[config.mk]
export PLATFORM = sky130hd
export DESIGN_NAME = usb_config_descriptor_parser
export DESIGN_NICKNAME = d
export VERILOG_FILES = /design/src/hdl/ucdp_pkg.sv /design/src/hdl/ucdp_parser.sv /design/src/hdl/ucdp_drain.sv /design/src/hdl/usb_config_descriptor_parser.sv
export VERILOG_INCLUDE_DIRS = /design/src /design/src/hdl
export SDC_FILE = /design/constraint.sdc
export NUM_CORES = 1
export LEC_CHECK = 0
export BUFFER_PORTS_ARGS = -buffer_cell sky130_fd_sc_hd__buf_4
export CAP_MARGIN = 20
export CORE_MARGIN = 3
export CORE_UTILIZATION = 55
export CTS_BUF_LIST = sky130_fd_sc_hd__clkbuf_2 sky130_fd_sc_hd__clkbuf_4 sky130_fd_sc_hd__clkbuf_8
export CTS_CLUSTER_DIAMETER = 60
export DETAILED_ROUTE_END_ITERATION = 7
export PLACE_DENSITY = 0.72
export SLEW_MARGIN = 20
export SYNTH_ARGS = -nofsm -noshare
export SYNTH_HDL_FRONTEND = slang
export SYNTH_SLANG_ARGS = --single-unit
[constraint.sdc]
create_clock -name i_clk -period 15.4 [get_ports i_clk]
set_input_delay 0 -clock i_clk [delete_from_list [all_inputs] [get_ports i_clk]]
set_output_delay 0 -clock i_clk [all_outputs]
set_load 0.05 [all_outputs]
[src/hdl/usb_config_descriptor_parser_defines.svh]
// Assertion macros used by the configuration descriptor parser drain module.
`ifndef USB_CONFIG_DESCRIPTOR_PARSER_DEFINES_SVH
`define USB_CONFIG_DESCRIPTOR_PARSER_DEFINES_SVH

// Same-cycle implication, clocked on i_clk, off while i_rst_n is low
`define UCDP_ASSERT_NOW(label, ante, cons, msg) \
    label: assert property (@(posedge i_clk) disable iff (!i_rst_n) (ante) |-> (cons)) \
        else $error(msg);

// Next-cycle implication, clocked on i_clk, off while i_rst_n is low
`define UCDP_ASSERT_NEXT(label, ante, cons, msg) \
    label: assert property (@(posedge i_clk) disable iff (!i_rst_n) (ante) |=> (cons)) \
        else $error(msg);

`endif

[src/hdl/ucdp_pkg.sv]
// Types and constants of the configuration descriptor parser.
package ucdp_pkg;

    localparam int MAX_ENDPOINTS = 16;
    localparam int POSITION_BITS = 16;
    localparam int EP_IDX_BITS   = (MAX_ENDPOINTS > 1) ? $clog2(MAX_ENDPOINTS) : 1;
    localparam int COUNT_BITS    = 5;

    localparam logic [POSITION_BITS-1:0] POS_LIMIT = {POSITION_BITS{1'b1}};

    // Header byte offsets
    localparam logic [3:0] HDR_OFS_LENGTH   = 4'd0;
    localparam logic [3:0] HDR_OFS_TYPE     = 4'd1;
    localparam logic [3:0] HDR_OFS_TOTAL_LO = 4'd2;
    localparam logic [3:0] HDR_OFS_TOTAL_HI = 4'd3;
    localparam logic [3:0] HDR_OFS_CONFIG   = 4'd5;

    localparam logic [7:0] HDR_LEN       = 8'd9;
    localparam logic [7:0] DESC_MIN_LEN  = 8'd2;
    localparam logic [7:0] IFACE_MIN_LEN = 8'd9;
    localparam logic [7:0] EP_MIN_LEN    = 8'd7;

    localparam logic [7:0] DESC_CONFIG    = 8'd2;
    localparam logic [7:0] DESC_INTERFACE = 8'd4;
    localparam logic [7:0] DESC_ENDPOINT  = 8'd5;

    localparam logic [15:0] MPS_MASK = 16'h07ff;

    typedef enum logic [1:0] {
        ST_OK        = 2'd0,
        ST_MALFORMED = 2'd1,
        ST_NO_IFACE  = 2'd2
    } t_status;

    typedef struct packed {
        logic [7:0] number;
        logic [7:0] cls;
        logic [7:0] subclass;
        logic [7:0] protocol;
        logic [7:0] config_value;
    } t_iface;

    typedef struct packed {
        logic [7:0]  address;
        logic [7:0]  attributes;
        logic [10:0] max_packet;
        logic [7:0]  interval;
    } t_endpoint;

    typedef struct packed {
        t_status               status;
        t_iface                iface;
        logic [COUNT_BITS-1:0] total;
    } t_summary;

endpackage

[src/hdl/ucdp_parser.sv]
// Per-byte descriptor walk, chosen interface capture and endpoint capture.
module ucdp_parser (
    input  logic                             i_clk,
    input  logic                             i_rst_n,
    input  logic                             i_take,
    input  logic [7:0]                       i_data_byte,
    input  logic                             i_last_byte,
    output logic                             o_ep_we,
    output logic [ucdp_pkg::EP_IDX_BITS-1:0] o_ep_wr_idx,
    output ucdp_pkg::t_endpoint              o_ep_wr,
    output logic                             o_start,
    output ucdp_pkg::t_summary               o_summary
);
    import ucdp_pkg::*;

    logic [POSITION_BITS-1:0] r_pos, n_pos;
    logic [15:0]              r_total, n_total;
    logic [15:0]              r_start, n_start;
    logic [7:0]               r_dlen, n_dlen;
    logic                     r_sel, n_sel;
    logic                     r_stop, n_stop;
    logic                     r_err, n_err;
    t_iface                   r_iface, n_iface;
    logic [COUNT_BITS-1:0]    r_count, n_count;

    // Scratch holds descriptor bytes one to seven; entry i is byte i+1
    logic [7:0]               r_scr [7];
    logic [7:0]               m_scr [7];
    logic [6:0]               scr_we;

    logic                     ep_we;
    t_endpoint                ep_new;
    logic [15:0]              p16;
    logic [7:0]               off;
    logic [15:0]              mps_raw;
    t_status                  status;

    assign p16     = 16'(r_pos);
    assign off     = 8'(p16 - r_start);
    assign mps_raw = {m_scr[4], m_scr[3]} & MPS_MASK;

    // Hand a finished endpoint to the store
    assign o_ep_we     = ep_we;
    assign o_ep_wr_idx = r_count[EP_IDX_BITS-1:0];
    assign o_ep_wr     = ep_new;

    // Work out the next state for one byte
    always_comb begin
        n_pos   = r_pos;
        n_total = r_total;
        n_start = r_start;
        n_dlen  = r_dlen;
        n_sel   = r_sel;
        n_stop  = r_stop;
        n_err   = r_err;
        n_iface = r_iface;
        n_count = r_count;
        scr_we  = '0;
        ep_we   = 1'b0;
        ep_new  = '0;
        for (int i = 0; i < 7; i++) begin
            m_scr[i] = r_scr[i];
        end
        if (i_take && (r_pos != POS_LIMIT)) begin
            n_pos = r_pos + 1'b1;
            if (p16 < 16'(HDR_LEN)) begin
                // Configuration header
                case (p16[3:0])
                    HDR_OFS_LENGTH: begin
                        if (i_data_byte < HDR_LEN) n_err = 1'b1;
                        n_start = 16'(i_data_byte);
                    end
                    HDR_OFS_TYPE: begin
                        if (i_data_byte != DESC_CONFIG) n_err = 1'b1;
                    end
                    HDR_OFS_TOTAL_LO: n_total = 16'(i_data_byte);
                    HDR_OFS_TOTAL_HI: n_total = {i_data_byte, r_total[7:0]};
                    HDR_OFS_CONFIG:   n_iface.config_value = i_data_byte;
                    default: ;
                endcase
            end else if (!r_err && !r_stop) begin
                if (r_dlen == 8'd0) begin
                    // Wait for the length byte of the next sub-descriptor
                    if (p16 == r_start) begin
                        if (17'(r_start) + 17'd2 > 17'(r_total)) begin
                            n_stop = 1'b1;
                        end else if ((i_data_byte < DESC_MIN_LEN) ||
                                     (17'(r_start) + 17'(i_data_byte) > 17'(r_total))) begin
                            n_err = 1'b1;
                        end else begin
                            n_dlen = i_data_byte;
                        end
                    end
                end else begin
                    // Capture body bytes, merging the current one for the finish
                    for (int i = 0; i < 7; i++) begin
                        if (off == 8'(i + 1)) begin
                            scr_we[i] = 1'b1;
                            m_scr[i]  = i_data_byte;
                        end
                    end
                    if (9'(off) + 9'd1 == 9'(r_dlen)) begin
                        if ((m_scr[0] == DESC_INTERFACE) && (r_dlen >= IFACE_MIN_LEN)) begin
                            if (!r_sel && (m_scr[2] == 8'd0)) begin
                                n_iface.number   = m_scr[1];
                                n_iface.cls      = m_scr[4];
                                n_iface.subclass = m_scr[5];
                                n_iface.protocol = m_scr[6];
                                n_sel            = 1'b1;
                            end else if (r_sel) begin
                                n_stop = 1'b1;
                            end
                        end else if ((m_scr[0] == DESC_ENDPOINT) && (r_dlen >= EP_MIN_LEN) &&
                                     r_sel && (r_count < COUNT_BITS'(MAX_ENDPOINTS))) begin
                            ep_we             = 1'b1;
                            ep_new.address    = m_scr[1];
                            ep_new.attributes = m_scr[2];
                            ep_new.max_packet = mps_raw[10:0];
                            ep_new.interval   = m_scr[5];
                            n_count           = r_count + 1'b1;
                        end
                        n_start = r_start + 16'(r_dlen);
                        n_dlen  = 8'd0;
                    end
                end
            end
        end

        // Status after this byte
        if (n_err || (16'(n_pos) < 16'(HDR_LEN)) || (n_total > 16'(n_pos))) begin
            status = ST_MALFORMED;
        end else if (!n_sel) begin
            status = ST_NO_IFACE;
        end else begin
            status = ST_OK;
        end

        o_start           = i_take && i_last_byte;
        o_summary.status  = status;
        o_summary.iface   = n_iface;
        o_summary.total   = n_count;

        // Clear for the next transfer after the final byte
        if (o_start) begin
            n_pos   = '0;
            n_total = '0;
            n_start = '0;
            n_dlen  = '0;
            n_sel   = 1'b0;
            n_stop  = 1'b0;
            n_err   = 1'b0;
            n_iface = '0;
            n_count = '0;
        end
    end

    // Hold the walk state
    always_ff @(posedge i_clk) begin
        if (!i_rst_n) begin
            r_pos   <= '0;
            r_total <= '0;
            r_start <= '0;
            r_dlen  <= '0;
            r_sel   <= 1'b0;
            r_stop  <= 1'b0;
            r_err   <= 1'b0;
            r_iface <= '0;
            r_count <= '0;
        end else begin
            r_pos   <= n_pos;
            r_total <= n_total;
            r_start <= n_start;
            r_dlen  <= n_dlen;
            r_sel   <= n_sel;
            r_stop  <= n_stop;
            r_err   <= n_err;
            r_iface <= n_iface;
            r_count <= n_count;
        end
    end

    // Write scratch bytes
    always_ff @(posedge i_clk) begin
        for (int i = 0; i < 7; i++) begin
            if (scr_we[i]) r_scr[i] <= i_data_byte;
        end
    end

endmodule

[src/hdl/ucdp_drain.sv]
// Result sequencer: endpoint store, then stored endpoints and the summary through an output register.
`include "usb_config_descriptor_parser_defines.svh"

module ucdp_drain (
    input  logic                             i_clk,
    input  logic                             i_rst_n,
    input  logic                             i_start,
    input  ucdp_pkg::t_summary               i_summary,
    input  logic                             i_ep_we,
    input  logic [ucdp_pkg::EP_IDX_BITS-1:0] i_ep_wr_idx,
    input  ucdp_pkg::t_endpoint              i_ep_wr,
    output logic                             o_busy,
    input  logic                             i_out_stall,
    output logic                             o_out_valid,
    output logic [1:0]                       o_status,
    output logic [7:0]                       o_config_value,
    output logic [7:0]                       o_iface_number,
    output logic [7:0]                       o_iface_class,
    output logic [7:0]                       o_iface_subclass,
    output logic [7:0]                       o_iface_protocol,
    output logic [4:0]                       o_endpoint_total,
    output logic [7:0]                       o_ep_address,
    output logic [7:0]                       o_ep_attributes,
    output logic [10:0]                      o_ep_max_packet,
    output logic [7:0]                       o_ep_interval,
    output logic                             o_last
);
    import ucdp_pkg::*;

    logic                   r_busy;
    logic [COUNT_BITS-1:0]  r_idx;
    t_summary               r_sum;
    t_iface                 head_iface;
    logic [COUNT_BITS-1:0]  head_total;
    logic                   is_ok;
    logic                   emit_ep;
    logic                   can_load;

    t_endpoint              r_store [MAX_ENDPOINTS];
    t_endpoint              r_rd_ep;
    logic [COUNT_BITS-1:0]  next_idx;
    logic [EP_IDX_BITS-1:0] rd_addr;

    logic                   r_out_valid;
    t_status                r_out_status;
    t_iface                 r_out_iface;
    logic [COUNT_BITS-1:0]  r_out_total;
    t_endpoint              r_out_ep;
    logic                   r_out_last;

    assign is_ok      = (r_sum.status == ST_OK);
    assign head_iface = is_ok ? r_sum.iface : '0;
    assign head_total = is_ok ? r_sum.total : '0;
    assign emit_ep    = is_ok && (r_idx < r_sum.total);
    assign can_load   = !r_out_valid || !i_out_stall;
    assign o_busy     = r_busy;

    // Read ahead at the index the sequencer holds after this edge
    assign next_idx = i_start ? '0 :
                      ((r_busy && can_load && emit_ep) ? r_idx + 1'b1 : r_idx);
    assign rd_addr  = next_idx[EP_IDX_BITS-1:0];

    // Endpoint store: write from the walk, registered read with write-through
    always_ff @(posedge i_clk) begin
        if (i_ep_we) r_store[i_ep_wr_idx] <= i_ep_wr;
        r_rd_ep <= (i_ep_we && (i_ep_wr_idx == rd_addr)) ? i_ep_wr : r_store[rd_addr];
    end

    // Sequence control: start on the final byte, advance over the endpoints
    always_ff @(posedge i_clk) begin
        if (!i_rst_n) begin
            r_busy      <= 1'b0;
            r_idx       <= '0;
            r_out_valid <= 1'b0;
        end else begin
            if (i_start) begin
                r_busy <= 1'b1;
                r_idx  <= '0;
            end else if (r_busy && can_load) begin
                if (emit_ep) r_idx <= r_idx + 1'b1;
                else r_busy <= 1'b0;
            end
            if (can_load) r_out_valid <= r_busy;
        end
    end

    // Summary payload
    always_ff @(posedge i_clk) begin
        if (i_start) r_sum <= i_summary;
    end

    // Output register payload
    always_ff @(posedge i_clk) begin
        if (r_busy && can_load) begin
            r_out_status <= r_sum.status;
            r_out_iface  <= head_iface;
            r_out_total  <= head_total;
            r_out_ep     <= emit_ep ? r_rd_ep : '0;
            r_out_last   <= !emit_ep;
        end
    end

    assign o_out_valid      = r_out_valid;
    assign o_status         = r_out_status;
    assign o_config_value   = r_out_iface.config_value;
    assign o_iface_number   = r_out_iface.number;
    assign o_iface_class    = r_out_iface.cls;
    assign o_iface_subclass = r_out_iface.subclass;
    assign o_iface_protocol = r_out_iface.protocol;
    assign o_endpoint_total = r_out_total;
    assign o_ep_address     = r_out_ep.address;
    assign o_ep_attributes  = r_out_ep.attributes;
    assign o_ep_max_packet  = r_out_ep.max_packet;
    assign o_ep_interval    = r_out_ep.interval;
    assign o_last           = r_out_last;

    `UCDP_ASSERT_NOW(a_start_when_idle, i_start, !r_busy, "transfer ended while results still drain")
    `UCDP_ASSERT_NEXT(a_busy_after_start, i_start, r_busy, "sequence did not start")
    `UCDP_ASSERT_NOW(a_ep_only_when_ok, r_out_valid && !r_out_last, r_out_status == ST_OK,
        "endpoint item with a failing status")
    `UCDP_ASSERT_NOW(a_ep_index_in_range, r_busy && emit_ep,
        r_idx < COUNT_BITS'(MAX_ENDPOINTS), "endpoint index beyond the store")

endmodule

[src/hdl/usb_config_descriptor_parser.sv]
// The final byte sets busy, then the first result item loads into the output register.
// Throughput: one byte per cycle, from the per-byte position compare and field capture.
// After a final byte the input stalls while the results drain through the output
// register, one item per endpoint if the status is OK and then the last item.
// Reset: synchronous, active low; clears the walk state, the sequencer and output valid.
module usb_config_descriptor_parser (
    input  logic        i_clk,
    input  logic        i_rst_n,
    input  logic        i_in_valid,
    output logic        o_in_stall,
    input  logic [7:0]  i_data_byte,
    input  logic        i_last_byte,
    output logic        o_out_valid,
    input  logic        i_out_stall,
    output logic [1:0]  o_status,
    output logic [7:0]  o_config_value,
    output logic [7:0]  o_iface_number,
    output logic [7:0]  o_iface_class,
    output logic [7:0]  o_iface_subclass,
    output logic [7:0]  o_iface_protocol,
    output logic [4:0]  o_endpoint_total,
    output logic [7:0]  o_ep_address,
    output logic [7:0]  o_ep_attributes,
    output logic [10:0] o_ep_max_packet,
    output logic [7:0]  o_ep_interval,
    output logic        o_last
);
    import ucdp_pkg::*;

    logic                   take;
    logic                   start;
    logic                   busy;
    t_summary               summary;
    logic                   ep_we;
    logic [EP_IDX_BITS-1:0] ep_wr_idx;
    t_endpoint              ep_wr;

    // Hold bytes off while results drain
    assign o_in_stall = busy;
    assign take       = i_in_valid && !busy;

    ucdp_parser u_parser (
        .i_clk       (i_clk),
        .i_rst_n     (i_rst_n),
        .i_take      (take),
        .i_data_byte (i_data_byte),
        .i_last_byte (i_last_byte),
        .o_ep_we     (ep_we),
        .o_ep_wr_idx (ep_wr_idx),
        .o_ep_wr     (ep_wr),
        .o_start     (start),
        .o_summary   (summary)
    );

    ucdp_drain u_drain (
        .i_clk            (i_clk),
        .i_rst_n          (i_rst_n),
        .i_start          (start),
        .i_summary        (summary),
        .i_ep_we          (ep_we),
        .i_ep_wr_idx      (ep_wr_idx),
        .i_ep_wr          (ep_wr),
        .o_busy           (busy),
        .i_out_stall      (i_out_stall),
        .o_out_valid      (o_out_valid),
        .o_status         (o_status),
        .o_config_value   (o_config_value),
        .o_iface_number   (o_iface_number),
        .o_iface_class    (o_iface_class),
        .o_iface_subclass (o_iface_subclass),
        .o_iface_protocol (o_iface_protocol),
        .o_endpoint_total (o_endpoint_total),
        .o_ep_address     (o_ep_address),
        .o_ep_attributes  (o_ep_attributes),
        .o_ep_max_packet  (o_ep_max_packet),
        .o_ep_interval    (o_ep_interval),
        .o_last           (o_last)
    );

endmodule
**Yosys cells after proc, flatten, opt, wreduce, memory -nomap -nowiden**

Memory sizes are Yosys's and may differ from the RTL's. A register that Yosys moved wholly into a read port is not among the register bits.
Cells that the tools add are included.

- Eq/ne operators: 25
- Magnitude comparators: 11
- Mux-type cells: 134
- Add/subtract/negate cells: 8
- Reduce and logical (&&, ||, !) cells: 45
- Bitwise operators: 2

Operators by type and width:

| operator | count |
|---|---|
| $mux 35 | 7 |
| $mux 8 | 28 |
| $mux 32 | 6 |
| $mux 16 | 8 |
| $mux 1 | 62 |
| $eq 8x3->1 const B | 6 |
| $reduce_or 8->1 | 6 |
| $mux 40 | 1 |
| $mux 5 | 7 |
| $gt 17x16->1 | 2 |
| $lt 16x4->1 const B | 2 |
| $pmux 16 s2 | 1 |
| $mux 7 | 4 |
| $mux 3 | 6 |
| $add 16x2->17 const B | 1 |
| $add 16x8->17 | 1 |
| $add 16x1->16 const B | 1 |
| $add 16x8->16 | 1 |
| $eq 16x16->1 | 1 |
| $eq 8x2->1 const B | 2 |
| $gt 16x16->1 | 1 |
| $logic_not 8->1 | 2 |
| $ne 16x16->1 const B | 1 |
| $logic_and 1x1->1 | 12 |
| 31 further kinds | 56 |

- Input bits: 13
- RAM bits: 616
- Word-level logic and storage cells: 262
- Flip-flop bits (word level): 241
- Output and inout bits: 85
- Memories kept: 2

Memory list:

| name | words | width | read ports | clocked after Yosys merged registers in | write ports | line | source |
|---|---|---|---|---|---|---|---|
| u_drain.r_store | 16 | 35 | 1 | 1 | 1 | ucdp_drain.sv:39 | `t_endpoint r_store [MAX_ENDPOINTS];` |
| u_parser.r_scr | 7 | 8 | 7 | 0 | 1 | ucdp_parser.sv:27 | `logic [7:0] r_scr [7];` |

**Longest topological paths before layout**

Gate-level depths: netlist (run 1).

- Word-level depth: 20
- Mapped depth: 21
- Gate-level depth less buffers: 20

**Cells and area by module**

Synthesis (run 1) repeated with hierarchy kept, for this count alone.

- Cells, all modules: 2319
- Area total of the unflattened synthesis: 37048.0 µm²

By module, submodules not included:

| module | area each (µm²) | cells an instance | sequential area each (µm²) | instances |
|---|---|---|---|---|
| ucdp_drain | 26043.7 | 1117 | 20940.1 | 1 |
| ucdp_parser | 10990.5 | 1201 | 3763.6 | 1 |
| usb_config_descriptor_parser | 13.8 | 1 | 0.0 | 1 |

**Worst setup path before layout (run 1)**

Ideal clock, no wire load.

- Path kind: register -> register
- From: register u_parser.r_pos[0], in the netlist u_parser.p16[0]
- To: memory u_drain.r_store[9][0] in the netlist's numbering, enable pin
- Required time: 14952 ps
- Buffers on the path: 3
- Arrival time: 5586 ps
- Clock period less this slack: 6034 ps
- Library setup time: 448 ps
- Slack: 9366 ps
- Stages on the path, launching flop included: 17
- Cell sequence: dfxtp_1 -> inv_1 -> ha_1 -> inv_1 -> fa_1 -> nand3_2 -> and2_1 -> buf_4 -> or4b_4 -> a311oi_4 -> xnor2_1 -> mux2i_1 -> nand2_1 -> or4_1 -> buf_2 -> buf_6 -> nor4_2

- Word-level cells in the longest chain between the ends: 20
- Elaborated cells on any way between the ends: 27
- Those cells by class: add/sub (2); order compare (1); eq/ne (5); mux (14); reduce/logical (5)

Ends and longest elaborated chain:

| element | line | source |
|---|---|---|
| from (decl) | ucdp_parser.sv:16 | `logic [POSITION_BITS-1:0] r_pos, n_pos;` |
| from (signal assigned) | ucdp_parser.sv:170 | `r_pos <= n_pos;` |
| $sub 8x8->8 | ucdp_parser.sv:39 | `assign off = 8'(p16 - r_start);` |
| $eq 8x1->1 | ucdp_parser.sv:97 | `if (off == 8'(i + 1)) begin` |
| $mux 8 | ucdp_parser.sv:97 |  |
| $mux 8 | ucdp_parser.sv:82 | `if (r_dlen == 8'd0) begin` |
| $mux 8 | ucdp_parser.sv:81 | `end else if (!r_err && !r_stop) begin` |
| $mux 8 | ucdp_parser.sv:66 | `if (p16 < 16'(HDR_LEN)) begin` |
| $mux 8 | ucdp_parser.sv:64 | `if (i_take && (r_pos != POS_LIMIT)) begin` |
| $eq 8x3->1 | ucdp_parser.sv:113 | `end else if ((m_scr[0] == DESC_ENDPOINT) && (r_dlen >= EP_MIN_LEN) &&` |
| [4 not listed] | -- |  |
| $mux 1 | ucdp_parser.sv:103 | `if ((m_scr[0] == DESC_INTERFACE) && (r_dlen >= IFACE_MIN_LEN)) begin` |
| $mux 1 | ucdp_parser.sv:102 | `if (9'(off) + 9'd1 == 9'(r_dlen)) begin` |
| $mux 1 | ucdp_parser.sv:82 |  |
| $mux 1 | ucdp_parser.sv:81 |  |
| $mux 1 | ucdp_parser.sv:66 |  |
| $mux 1 (*) | ucdp_parser.sv:64 |  |
| $mux 1 (*) | ucdp_drain.sv:65 | `if (i_ep_we) r_store[i_ep_wr_idx] <= i_ep_wr;` |
| $mux 1 (not written as such) (*) | ucdp_drain.sv:65 |  |
| to (decl) | ucdp_drain.sv:39 |  |

Every way passes the cells marked *; elsewhere a longest branch is shown, timed or not. The select of a mux whose other input is x is not followed.

**Worst setup path after layout (run 1)**

- From: register u_parser.r_pos[0], in the netlist u_parser.p16[0]
- To: memory u_drain.r_store[14][18] in the netlist's numbering, enable pin

The elaborated chain is that of the path after synthesis.

==> flow_summary_export.csv, run 1 <==
group,metric,value,unit
status,outcome,"complete, no violations",
setup_path,max_stage_delay,0.65,ns
floorplanning,num_rows,94,
detailed_routing,vias,20300,
detailed_routing,drtPass1Iterations,6,
pwr,powerDensity,113,nW/um2
setup_path,cp_cell_sequence,"inv_1, ha_1, inv_1, fa_1, nand3_2, and2_1, or4b_4, a311oi_4, mux2i_1, mux2i_1, nand2_1, nor4_4, and4_2, buf_4",
yosys,netlist_area,36900,um2
job,maxCapViolCount,0,
pwr,peakVddDrop,0.0000689,V
setup_path,crit_path_end_kind,"flop",
layout,area_delta_synth_final,12.5,%
clock_tree,cts-htree-levels,4,
yosys,synth_top_area_share,60.7,%
yosys,async_reset_ff_share,0,%
timing,finalCriticalPeriod,5.48,ns
clock_tree,cts_made_buffers,139,
timing,slew_headroom,28.6,%
grt,grt_antenna_before_repair,1,
yosys,ys_seq_area_share,66.9,%
timing,tns,0,ns
placed_design,place.gp.congestion,0.926,
timing,fin_ws,9.92,ns
layout,final_cells,3387,
floorplanning,initial_utilization,55.9,%
grt,grt.overflow.total,0,
timing,maxSlewViolCount,0,
yosys,ys_types,73,
clock_tree,tritoncts,"done",
setup_path,slowest_stage,"and4_2",
setup_path,worstSetupPathType,"flop to flop",
layout,final_util,62.8,%
floorplanning,die_w,265,um
layout,drive_gt1_share,24.7,%
grt,met1_usage,33.2,%
yosys,synth_area_leaders,"edfxtp_1, mux4_2, dfxtp_1",
setup_path,crit_path_max_fanout,23,
timing,fin_crit_sh,35.6,%
grt,grt_util_met3,4.64,%
grt,grt_pass1_vias,21200,
placed_design,dp_cells,3125,
detailed_routing,viasPerCell,5.99,
setup_path,start_kind,"flop",
clock_tree,clock-root-buffer,"clkbuf_8",
min_path,hp-class,"input port to flop",
grt,grt_use_total,24.0,%
setup_path,cp_data_arrival_time,5.88,ns
timing,setup_violations,0,
yosys,synth_edf_count,746,
clock_tree,cts_resized,0,
clock_tree,insertion_delay,0.78,ns
grt,grt_most_used_layer,"met2",
yosys,synth_nets,2356,
timing,tightestPinTransition,1.07,ns
detailed_routing,routedWlPerCell,24.3,um
yosys,yosys_warnings,0,
yosys,synth_top_area_cell,"edfxtp_1",
placed_design,place_ws,9.35,ns
timing,hold_viol_final,0,
clock_tree,cts_buffer_depth,3,
pwr,p_leak,0.0129,uW
timing,fmax,182,MHz
timing,fin_skew,0.0458,ns
setup_path,cp_data_required_time,15.79,ns
clock_tree,postCtsSetupBuffers,0,
grt,met2_usage,38.6,%
detailed_routing,drt_iter0_drc,1717,
clock_tree,clock-sinks,861,
detailed_routing,wirelength,82400,um
floorplanning,io_pins,98,
grt,grt_pass1_wl,127000,um
yosys,synth_seq_cells,861,
grt,grt_max_degree,109,
floorplanning,die_area,70300,um2
detailed_routing,route.detailed.drc,0,
floorplanning,die_h,265,um
placed_design,portBuffers,97,
placed_design,dp_hpwl,48800,um
layout,final_cell_mix,"edfxtp_1, mux4_2, clkbuf_8",
yosys,yosys_most_used_dff,"edfxtp_1",
floorplanning,core,66100,um2
detailed_routing,postRouteAntennaNets,0,
yosys,synthCells,2250,
clock_tree,cts.clk_slew.worst_paths,0.06,ns
layout,final_common_cell,"edfxtp_1",
layout,num-nets-final,2522,
yosys,synth_area_per_cell,16.4,um2
timing,rsz0062_at_grt,"false",
==> per-stage QoR <==
stage                     total power [uW]  area [um2]  hold slack [ns]
final                                 4690       41500            0.116
after global routing                  4860       41500           0.0859
after detailed placement              2770       38600            0.276
after floorplan                       2710       36900           0.0989
after global placement                2770       38600            0.267
after CTS                             4730       41500           0.0326
==> cell usage after synthesis, drive strengths merged, types with 3 or more instances <==
master and instances:
xor2 37, ha 90, nand2 121, and4 13
nand4b 3, a21boi 5, xnor2 37, o31ai 6
a21oi 52, and2 97, mux2 74, clkbuf 82
or3 10, nand4 21, buf 33, a22o 16
mux2i 54, nor3b 7, o21bai 7, inv 64
nor2b 46, nor4b 7, mux4 175, a21o 18
nor2 96, nor4 18, o21ai 30, edfxtp 746
nand3b 9, nand2b 7, a211oi 21, nand3 36
a211o 3, o2111ai 3, nor3 25, and3 15
or4 7, o21a 11, dfxtp 115, or4b 4
fa 3
==> critical path: cells and delay by family, from the launching register on <==
family,cells,cell delay [ns]
AND/OR/NAND/NOR,6,2.38
AO/OA/AOI/OAI,1,0.32
flip-flops,1,0.36
multiplexers,2,0.49
adder cells (fa/ha/maj),2,0.75
buffers and inverters,3,0.78
==> per-layer routing <==
layer / vias to the layer above / part of all wire (%)
li1: 9084 / -
met1: 10300 / 42
met2: 766 / 49
met3: 147 / 7.1
met4: 0 / 2.7
met5: - / 0
==> final cells by class <==
class	instances	area [um2]
clock inverter	47	375
timing repair buffer	140	1100
sequential	861	24700
tap	864	1080
antenna	1	2.50
clock buffer	200	2410
fill	4721	24600
multi-input combinational	1210	11600
inverter	64	243
==> final timing paths <==
kind | start | end | slack (ns) | cells past startpoint
min reg2reg | u_parser.r_iface[10] | u_parser.r_iface[10] | 0.46 | 2
max reg2reg | u_parser.p16[0] | u_drain.r_store[14][18] | 9.92 | 14
max | u_parser.p16[0] | u_drain.r_store[14][18] | 9.92 | 14
min | i_rst_n | u_drain.r_idx[3] | 0.12 | 3
==> registers in the layout, summed over array words and instances (netlist names), 2 cells and up, named ones only <==
name                      flops
u_drain.o_config_value        8
u_drain.o_endpoint_total      5
u_drain.o_ep_address          8
u_drain.o_ep_attributes       8
u_drain.o_ep_interval         8
u_drain.o_ep_max_packet      11
u_drain.o_iface_class         8
u_drain.o_iface_number        8
u_drain.o_iface_protocol      8
u_drain.o_iface_subclass      8
u_drain.o_status              2
u_drain.r_idx                 5
u_drain.r_store             560
u_drain.r_sum                47
u_parser.p16                 16
u_parser.r_count              5
u_parser.r_dlen               8
u_parser.r_iface             40
u_parser.r_scr               56
u_parser.r_start             16
u_parser.r_total             16
==> logic make-up after synthesis <==
family	after synthesis	share of synthesized area (%)
simple gates	545	8.04
fa+ha+maj	93	3.21
buf+inv	179	1.93
xor+xnor	76	1.90
compound gates	193	3.61
mux	303	14.4
flops	861	66.9
==> power by group <==
group          internal, uW  leakage (uW)  switching (uW)
clock network          1080       0.00147             879
registers              2520       0.00652            7.96
logic                  70.2       0.00490             134
==> what timing repair did <==
item | CTS | global route
endpoints found under the setup margin | 0 | 0
hold buffers | 13 | 0
endpoints found under the hold margin | 193 | 0
No activity file was read; power rests on OpenSTA's default activity.
==> inputs of run 2 (changes only) <==
- PLACE_DENSITY: 0.72 -> 0.74
- clock period: 15.4 -> 4.9 ns (I/O delays scaled with it)
==> flow_summary_export.csv, run 2 (synthesized netlist as in run 1, its figures left out) <==
group,metric,value,unit
status,outcome,"complete, no violations",
timing,fmax,211,MHz
min_path,whs_endpoint,"u_drain.r_idx[1]",
floorplanning,die_h,265,um
timing,slew_headroom,31.3,%
timing,setup_violations,0,
pwr,clkPwrFrac,41.7,%
grt,grt_use_total,24.5,%
detailed_routing,viasPerCell,6.02,
setup_path,cp_data_required_time,5.35,ns
clock_tree,tritoncts,"done",
setup_path,cp_data_arrival_time,5.19,ns
timing,maxSlewViolCount,0,
setup_path,r2r_end,"u_drain.r_store[1][20]",
job,maxCapViolCount,0,
floorplanning,die_w,265,um
min_path,hp-class,"input port to flop",
timing,rsz0062_at_grt,"false",
pwr,seqPwrFrac,53.7,%
setup_path,r2r-start,"u_parser.r_start[4]",
setup_path,reg2reg_setup_slack,0.16,ns
layout,final_cell_mix,"edfxtp_1, mux4_2, buf_4",
setup_path,crit_path_end_kind,"flop",
layout,reg_top3,"u_drain.r_store x560, u_parser.r_scr x56, u_drain.r_sum x47",
placed_design,place_ws,0.102,ns
floorplanning,num_rows,94,
placed_design,place.gp.congestion,0.909,
timing,whs,0.110,ns
timing,fin_ws,0.158,ns
clock_tree,cts_made_buffers,137,
clock_tree,insertion_delay,0.79,ns
detailed_routing,vias,20700,
layout,num-nets-final,2565,
grt,grt.overflow.total,0,
pwr,p_leak,0.0132,uW
floorplanning,die_area,70300,um2
detailed_routing,routedWlPerCell,24.5,um
detailed_routing,route.detailed.drc,0,
grt,grt_antenna_before_repair,4,
clock_tree,clock-sinks,861,
min_path,min_path_cells,3,
placed_design,portBuffers,97,
layout,drive_gt1_share,26.3,%
clock_tree,cts-htree-levels,4,
setup_path,crit_path_max_fanout,35,
layout,final_common_cell,"edfxtp_1",
pwr,swShare,22.3,%
timing,fin_skew,0.0382,ns
pwr,peakVddDrop,0.000275,V
floorplanning,core,66100,um2
clock_tree,cts_buffer_depth,3,
detailed_routing,postRouteAntennaNets,0,
detailed_routing,wirelength,84200,um
floorplanning,initial_utilization,55.9,%
detailed_routing,drt_iter0_drc,1819,
grt,grt_max_degree,94,
clock_tree,clock-root-buffer,"clkbuf_8",
timing,finalCriticalPeriod,4.74,ns
grt,grt_pass1_wl,128000,um
placed_design,dp_hpwl,53000,um
pwr,p_int,11500,uW
timing,tightestPinTransition,1.03,ns
layout,regMostFlops,"u_drain.r_store",
pwr,power_frac_comb,4.6,%
layout,largest_register_ffs,560,
grt,grt_pass1_vias,21100,
pwr,switchingPower,3290,uW
timing,hold_viol_final,0,
setup_path,start_kind,"flop",
pwr,powerDensity,350,nW/um2
detailed_routing,drtPass1Iterations,5,
setup_path,worstSetupPathType,"flop to flop",
floorplanning,io_pins,98,
setup_path,r2r.worst_path.cells,13,
layout,area_delta_synth_final,14.1,%
clock_tree,cts.clk_slew.worst_paths,0.06,ns
timing,fin_crit_sh,96.8,%
min_path,hp-start,"i_rst_n",
run 2: repair_timing:
action                                  CTS  global route
hold buffers                             12             0
endpoints found under the setup margin    0           275
setup buffers                             0             0
gates resized for setup                   0             6
hold endpoints to repair                193             0
run 2: area by class of cell:
class                           count  area (um2)
Antenna cell                        2        5.00
Fill cell                        4650       24000
Clock inverter                     58         440
Inverter                           64         248
Multi-Input combinational cell   1210       11600
Timing Repair Buffer              185        1630
Tap cell                          864        1080
Clock buffer                      195        2370
Sequential cell                   861       24700
run 2: critical path, cell delays in order, from the launching register on:
cell,delay (ns)
dfxtp_1,0.42
inv_1,0.15
ha_1,0.45
a211oi_1,0.30
o21bai_1,0.14
or3_1,0.37
a211oi_2,0.33
o2111ai_1,0.27
mux2i_1,0.33
nand2_1,0.17
or4_1,0.54
buf_4,0.27
nor4b_4,0.34
buf_12,0.30
run 2: routing by layer:
layer	vias to the layer above	wire length, um	global-route usage, %	share of wire [%]
met5	-	0	0	0
met4	0	2230	8.61	2.6
met3	134	6350	5.90	7.5
met2	849	40500	38.9	48
met1	10500	35100	33.6	42
li1	9198	-	-	-
run 2: power by group through the flow:
stage                     Combinational [uW]  Clock, uW  Sequential [uW]
final                                    678       6150             7930
after global routing                     728       6630             7930
after CTS                                667       6290             7930
after detailed placement                 655          0             8080
after global placement                   650          0             8080
after floorplan                          390          0             8140
run 2: worst max path at each step:
stage,from,to,slack (ns),cells past startpoint
after floorplan,u_parser.p16[0],u_drain.r_store[10][0],-0.12,16
after global placement,u_parser.r_start[4],u_drain.r_store[10][3],0.21,13
after detailed placement,u_parser.r_start[4],u_drain.r_store[10][2],0.10,13
after CTS,u_parser.r_start[4],u_drain.r_store[10][26],0.08,13
after global routing,u_parser.r_start[3],u_drain.r_store[1][20],0.02,13
final,u_parser.r_start[4],u_drain.r_store[1][20],0.16,13
run 2: through the flow:
stage | util [%] | std cells | instance area, um2 | total power, uW | TNS, ns
final | 63.7 | 3439 | 42100 | 14800 | 0
after floorplan | - | 2250 | 37000 | 8530 | -12.25
after CTS | 63.7 | 3437 | 42100 | 14900 | 0
after global routing | 63.7 | 3438 | 42100 | 15300 | 0
after global placement | 59.2 | 3172 | 39200 | 8730 | 0
after detailed placement | 59.3 | 3172 | 39200 | 8740 | 0
==> inputs of run 3 (changes only) <==
- REMOVE_ABC_BUFFERS: not set -> 1
==> flow_summary_export.csv, run 3 (synthesized netlist as in run 1, its figures left out) <==
group,metric,value,unit
setup_path,cp_data_arrival_time,5.25,ns
floorplanning,io_pins,98,
clock_tree,cts_made_buffers,139,
layout,area_delta_synth_final,14.3,%
clock_tree,insertion_delay,0.78,ns
pwr,powerDensity,347,nW/um2
detailed_routing,vias,20700,
layout,reg_top3,"u_drain.r_store x560, u_parser.r_scr x56, u_drain.r_sum x47",
setup_path,r2r.worst_path.cells,14,
grt,grt_util_met3,5.19,%
timing,fmax,209,MHz
min_path,hp-start,"i_out_stall",
grt,met2_usage,39.6,%
floorplanning,die_area,70300,um2
timing,whs,0.0731,ns
layout,final_cells,3449,
setup_path,crit_start,"u_parser.r_start[4]",
placed_design,place.gp.congestion,0.908,
setup_path,critPathCapture,"u_drain.r_store[8][22]",
clock_tree,cts-htree-levels,4,
timing,tightestPinTransition,1.09,ns
placed_design,place_ws,0.118,ns
layout,regMostFlops,"u_drain.r_store",
floorplanning,initial_utilization,55.9,%
layout,fillCellCount,4593,
grt,grt_antenna_before_repair,3,
detailed_routing,postRouteAntennaNets,0,
grt,grt_most_used_layer,"met2",
setup_path,crit_path_max_fanout,24,
clock_tree,tritoncts,"done",
setup_path,worstSetupPathType,"flop to flop",
detailed_routing,route.detailed.drc,0,
floorplanning,core,66100,um2
floorplanning,num_rows,94,
setup_path,r2r_end,"u_drain.r_store[8][22]",
timing,hold_viol_final,0,
grt,grt_pass1_vias,21500,
grt,grt_pass1_wl,128000,um
placed_design,dp_cells,3181,
grt,met1_usage,32.9,%
detailed_routing,drtPass1Iterations,5,
floorplanning,die_h,265,um
clock_tree,cts.clk_slew.worst_paths,0.06,ns
pwr,p_leak,0.0132,uW
layout,final_common_cell,"edfxtp_1",
floorplanning,die_w,265,um
setup_path,crit_path_end_kind,"flop",
timing,maxSlewViolCount,0,
pwr,power.total,14700,uW
job,maxCapViolCount,0,
timing,finalCriticalPeriod,4.79,ns
grt,grt_use_total,24.4,%
setup_path,cp_data_required_time,5.36,ns
layout,final_cell_mix,"edfxtp_1, mux4_2, buf_4",
clock_tree,cts_buffer_depth,3,
setup_path,start_kind,"flop",
timing,fin_skew,0.0379,ns
timing,slew_headroom,27.4,%
timing,fin_ws,0.113,ns
layout,largest_register_ffs,560,
setup_path,reg2reg_setup_slack,0.11,ns
placed_design,portBuffers,97,
grt,grt_max_degree,65,
layout,multi_input_area,11600,um2
placed_design,dp_hpwl,52900,um
min_path,hp-class,"input port to flop",
layout,drive_gt1_share,26.2,%
clock_tree,clock-root-buffer,"clkbuf_8",
detailed_routing,drt_iter0_drc,2070,
detailed_routing,wirelength,84800,um
pwr,peakVddDrop,0.000277,V
clock_tree,clock-sinks,861,
layout,seqCellArea,24700,um2
grt,grt.overflow.total,0,
timing,setup_violations,0,
timing,fin_crit_sh,97.7,%
status,outcome,"complete, no violations",
detailed_routing,viasPerCell,6.01,
setup_path,r2r-start,"u_parser.r_start[4]",
detailed_routing,routedWlPerCell,24.6,um
layout,num-nets-final,2581,
==> run 3: changes by cell type in the layout (fill, tap and decap cells not counted), sizes merged <==
cell | previous run | this run
bufinv | 3 | 2
diode | 2 | 1
buf | 173 | 185
clkinv | 38 | 44
dlygate4sd3 | 12 | 13
clkinvlp | 8 | 3
inv | 73 | 71
==> run 3: final cells by class <==
type | count | area share (%)
Antenna cell | 1 | 0.00593
Timing Repair Buffer | 199 | 4.26
Clock buffer | 194 | 5.69
Sequential cell | 861 | 58.6
Clock inverter | 56 | 0.818
Inverter | 64 | 0.575
Tap cell | 864 | 2.56
Multi-Input combinational cell | 1210 | 27.5
==> run 3: routing by layer <==
layer / wire [um] / share of wire (%)
met1: 34900 / 41
met2: 41200 / 49
met3: 6230 / 7.3
met4: 2490 / 2.9
met5: 0 / 0
==> run 3: how the worst min path moves through the flow <==
stage | end | slack [ns] | cells past startpoint
after floorplan | u_parser.r_scr[0][0] | 0.1 | 0
after global placement | u_drain.o_out_valid | 0.27 | 3
after detailed placement | u_drain.o_out_valid | 0.29 | 3
after CTS | u_drain.o_out_valid | 0.01 | 4
after global routing | u_drain.r_idx[1] | 0.08 | 3
final | u_drain.o_out_valid | 0.07 | 4
==> run 3: timing repair <==
action	in CTS	in global routing
endpoints found under the setup margin	0	386
resized for setup	0	10
hold buffers	13	0
setup buffers	0	2
endpoints found under the hold margin	168	0
==> run 3: through the flow <==
step | instance area (um2) | utilization [%] | setup TNS (ns)
finish | 42200 | 63.9 | 0
floorplan | 36400 | - | -587.40
CTS | 42100 | 63.7 | 0
detailed placement | 39200 | 59.4 | 0
global placement | 39200 | 59.4 | 0
global route | 42200 | 63.9 | -0.0823
==> run 3: worst max-delay path, stage by stage, from the launching register on <==
cell       delay [ns]
dfxtp_1          0.45
inv_1            0.16
ha_1             0.46
a211oi_1         0.30
o21bai_1         0.15
or3_1            0.37
a211oi_2         0.34
o2111ai_1        0.29
mux2i_1          0.30
nand2_1          0.16
or4_1            0.48
buf_4            0.27
nor4b_4          0.31
buf_4            0.19
buf_6            0.24
==> run 3: power breakdown <==
part	switching, uW	leakage [uW]	internal [uW]
Combinational	426	0.00527	235
Clock	2780	0.00146	3290
Sequential	25.1	0.00652	7910
Total	3230	0.0132	11400
